--- src/hdl/heater_pid_with_bed_bang_bang_unit_macros.svh ---
// Assertion macros for the heater PID block.
// Included by the files that carry concurrent assertions; no other dependencies.
`ifndef HEATER_PID_WITH_BED_BANG_BANG_UNIT_MACROS_SVH
`define HEATER_PID_WITH_BED_BANG_BANG_UNIT_MACROS_SVH

// same-cycle implication, disabled while in reset
`define HPBB_ASSERT_IMPL(label, clk, rst_n, ante, cons, msg) \
    label: assert property (@(posedge clk) disable iff (!(rst_n)) (ante) |-> (cons)) \
        else $error(msg);

// next-cycle implication, disabled while in reset
`define HPBB_ASSERT_NEXT(label, clk, rst_n, ante, cons, msg) \
    label: assert property (@(posedge clk) disable iff (!(rst_n)) (ante) |=> (cons)) \
        else $error(msg);

`endif

--- src/hdl/hpbb_pkg.sv ---
`timescale 1ns / 1ps
// Shared types and constants of the heater PID / bed thermostat block.
// No dependencies.
package hpbb_pkg;

    localparam int TEMP_W     = 16;
    localparam int GAIN_W     = 24;
    localparam int SPEED_W    = 16;
    localparam int RAW_W      = 14;
    localparam int TIME_W     = 32;
    localparam int DUTY_W     = 8;
    localparam int LIMIT_W    = 16;

    // shared multiplier: signed 25 x signed 18
    localparam int MA_W       = 25;
    localparam int MB_W       = 18;
    localparam int MP_W       = MA_W + MB_W;

    localparam int CFG_IDX_W  = 3;
    localparam int CFG_DATA_W = 24;

    localparam logic [CFG_IDX_W-1:0] REG_SETPOINT   = 3'd0;
    localparam logic [CFG_IDX_W-1:0] REG_GAIN_P     = 3'd1;
    localparam logic [CFG_IDX_W-1:0] REG_GAIN_I     = 3'd2;
    localparam logic [CFG_IDX_W-1:0] REG_GAIN_D     = 3'd3;
    localparam logic [CFG_IDX_W-1:0] REG_GAIN_SPEED = 3'd4;
    localparam logic [CFG_IDX_W-1:0] REG_INT_LIMIT  = 3'd5;
    localparam logic [CFG_IDX_W-1:0] REG_BED_TARGET = 3'd6;

    // derivative filter weights, 0.05 / 0.95 in 16 fraction bits
    localparam logic signed [MB_W-1:0] COEF_NEW = 18'sd3277;
    localparam logic signed [MB_W-1:0] COEF_OLD = 18'sd62259;

    typedef struct packed {
        logic signed [TEMP_W-1:0] hotend_temp;
        logic [SPEED_W-1:0]       extrude_speed;
        logic [RAW_W-1:0]         bed_raw;
        logic [TIME_W-1:0]        time_ms;
    } t_in_item;

    typedef struct packed {
        logic [DUTY_W-1:0] heater_duty;
        logic              band_override;
        logic              bed_heater_on;
        logic              bed_updated;
    } t_out_item;

endpackage

--- src/hdl/hpbb_mul.sv ---
`timescale 1ns / 1ps
// Shared signed multiplier with registered product.
// Depends on hpbb_pkg for operand widths.
module hpbb_mul (
    input  logic                              i_clk,
    input  logic signed [hpbb_pkg::MA_W-1:0]  i_a,
    input  logic signed [hpbb_pkg::MB_W-1:0]  i_b,
    output logic signed [hpbb_pkg::MP_W-1:0]  o_p
);
    logic signed [hpbb_pkg::MP_W-1:0] r_p;

    always_ff @(posedge i_clk) begin
        r_p <= i_a * i_b;
    end

    assign o_p = r_p;
endmodule

--- config.mk ---
export PLATFORM = sky130hd
export DESIGN_NAME = hpbb_mul
export DESIGN_NICKNAME = d
export VERILOG_FILES = /design/src/hdl/heater_pid_with_bed_bang_bang_unit_macros.svh /design/src/hdl/hpbb_pkg.sv /design/src/hdl/hpbb_mul.sv
export SDC_FILE = /design/constraint.sdc
export NUM_CORES = 1
export LEC_CHECK = 0
export ABC_AREA = 0
export ABC_CLOCK_PERIOD_IN_PS = 10650
export BUFFER_PORTS_ARGS = -buffer_cell sky130_fd_sc_hd__buf_2
export CAP_MARGIN = 40
export CORE_ASPECT_RATIO = 1.75
export CORE_MARGIN = 3
export CORE_UTILIZATION = 25
export CTS_CLUSTER_DIAMETER = 80
export DETAILED_ROUTE_END_ITERATION = 10
export SYNTH_ARGS = -nofsm -noshare
export SYNTH_HDL_FRONTEND = slang
export SYNTH_SLANG_ARGS = --single-unit
export TNS_END_PERCENT = 50
--- constraint.sdc ---
create_clock -name i_clk -period 10.65 [get_ports i_clk]
set_input_delay 0.5325 -clock i_clk [delete_from_list [all_inputs] [get_ports i_clk]]
set_output_delay 0.5325 -clock i_clk [all_outputs]
set_load 0.005 [all_outputs]
==> metrics.cfg <==
[global_route]
met2_usage = 0.281
top_usage_layer = met2
grt_overflow = 0
met3_usage = 0.0185
grt_max_degree = 26
grt_antenna_before_repair = 10
grt_pass1_wl_um = 75100
use_met1 = 0.134
grt_use_total = 0.138
grt_pass1_vias = 13800

[yosys]
synth-main-ff-cell = dfxtp_1
avgSynthCellArea_um2 = 9.05
ys_ff_latch = 43
yosysSeqAreaShare = 0.0510
synth_top_area_cell = fa_1
synth_cell_type_count = 49
synth_mux_area_frac = 0
synthAdderAreaFrac = 0.603
synth.area.top_cells = fa_1 52%, inv_1 11%, ha_1 7.9%
synthSimpleGateAreaFrac = 0.148
synth_warnings = 0
synth_nets = 2455
synthArstFlopShare = 0
synth-compound-area-share = 0.0499
synth_top_area_frac = 0.523
synth_xor_area_frac = 0.0182
syn_inst = 1863
synth_top_family_by_area = adder cells
syn_area_mm2 = 0.0169
synth_edf_count = 0

[final_layout]
layout.cells.non_filler = 2780
drive_above_1_share = 0.0551
largest_reg_flops = 43
area_growth_pct = 8.84
nets = 2479

[critical_path]
crit_top_cell = fa_1
crit_type = in -> reg
worstPathMaxFanout = 25
critPathMaxStageDelay_ns = 0.53
cp-end-kind = flip-flop
crit_arrival_ns = 7.29
slowest_stage = fa_1
crit_chain = buf_2, nand2_1, inv_1, fa_1, inv_1, fa_1, fa_1, inv_1, fa_1, fa_1, inv_1, fa_1, inv_1, ha_1, nand2_1, nor3_1, and4_1, a31o_1, o31ai_4, o311ai_1, a2111oi_1, a311oi_1
crit_required_ns = 10.89
cp-start-kind = input pin

[timing]
slew_headroom = 0.496
min_period_ns = 7.05
finalMaxSlewViolations = 0
hold_viol = 0
setup_viol_count_final = 0
max_freq_mhz = 142
rsz0062_at_grt = false
fin_setup_tns_ns = 0
tightest_slew_ns = 0.737
fin_crit_sh = 0.662

[clock_network]
cts-htree-levels = 2
clk_pin_slew_ns = 0.07
cts_root_buf = clkbuf_16
postCtsResizedCells = 0
cts_setup_buffers = 0
cts_tree = done
clkSinkCount = 43
cts_buffer_depth = 2
cts_hold_buf = 0
cts_made_buffers = 5

[die]
io-pin-count = 87
die_area_mm2 = 0.0707
rows = 125
start_util = 0.253
die_x_um = 202
fp.coreArea_mm2 = 0.0666
dieHeight_um = 350

[job]
cap_violations = 0

[place]
numPortBuffers = 86
dp_cells = 2769
hpwl_um = 39000
place.gp.congestion = 0.838

[routing]
drtAntennaViolNets = 0
vias_per_cell = 4.37
drtIter0Drc = 529
wire_per_inst_um = 16.7
via_count = 12200
wirelength_um = 46300
drtPass1Iterations = 5
drc = 0

[run_status]
status = finished, final reports clean

[worst_hold_path]
hp-class = in -> reg

[path summary, 6_finish.rpt]
path | from | to | slack [ns] | cells after the start
setup / recovery | i_b[3] | o_p[42]$_DFF_P_ | 3.60 | 22
hold / removal | i_a[0] | o_p[0]$_DFF_P_ | 0.70 | 2
[routing by layer]
metal / share of wire / routed length (um)
met3: 0.029 / 1350
met2: 0.59 / 27300
met1: 0.33 / 15300
met5: 0.0010 / 48
met4: 0.050 / 2330
[cells in the final DEF, fill, tap and decap left out, drive strengths merged, types with 2 or more instances in the layout]
cell type and count:
inv 516, fa 441, nand2 277, and2 167
ha 107, buf 88, nor2 46, dfxtp 43
a21oi 31, xnor2 31, o21ai 25, nand2b 11
a21o 11, a211oi 9, nor3 7, o21a 6
nor2b 6, a31oi 5, nand3 5, o21bai 5
clkbuf 5, xor2 4, nand4 4, o311ai 4
a21boi 4, diode 3, o211ai 3, a2111oi 3
o31ai 3, a221oi 3, o311a 2, or4 2
or2 2, o2111ai 2
[logic make-up (layout without fill, tap and decap cells)]
| family | Yosys count | count (layout) |
|---|---|---|
| buf+inv | 586 | 611 |
| simple gates | 529 | 529 |
| compound gates | 122 | 122 |
| flops | 43 | 43 |
| fa+ha+maj | 548 | 548 |
| other cells | 0 | 3 |
| xor+xnor | 35 | 35 |
[worst max-delay path: cells and delay by family]
kind,cells,cell delay (ns)
AND/OR/NAND/NOR,4,1.09
AO/OA/AOI/OAI,5,1.37
buffers and inverters,6,0.92
adder cells (fa/ha/maj),7,3.36
[Yosys cell counts (all sizes together), types with 7 or more instances]
cell type  count
a21oi         31
a21o          11
nor2          46
inv          515
nand2b        11
a211oi         9
fa           441
clkbuf        70
o21ai         25
nor3           7
ha           107
xnor2         31
nand2        277
dfxtp         43
and2         167
[area by class of cell]
cell class	instances	area, um^2
Antenna cell	3	7.51
Tap cell	889	1110
Timing Repair Buffer	88	465
Fill cell	7269	48300
Clock buffer	5	125
Inverter	515	1930
Multi-Input combinational cell	1234	13800
Clock inverter	3	47.5
Sequential cell	43	861
[per-stage QoR]
stage                     setup slack [ns]  instance area [um^2]   util  hold slack, ns
after floorplan                       4.35                 16900      -           0.654
after detailed placement              3.23                 18200  0.273           0.907
after CTS                             3.57                 18400  0.275           0.683
after global routing                  3.37                 18400  0.275           0.722
after global placement                3.27                 18200  0.272           0.908
final                                 3.60                 18400  0.276           0.703
Power is not shown: default switching activity piles up to over one toggle a cycle in this logic, so the estimate is an artifact.
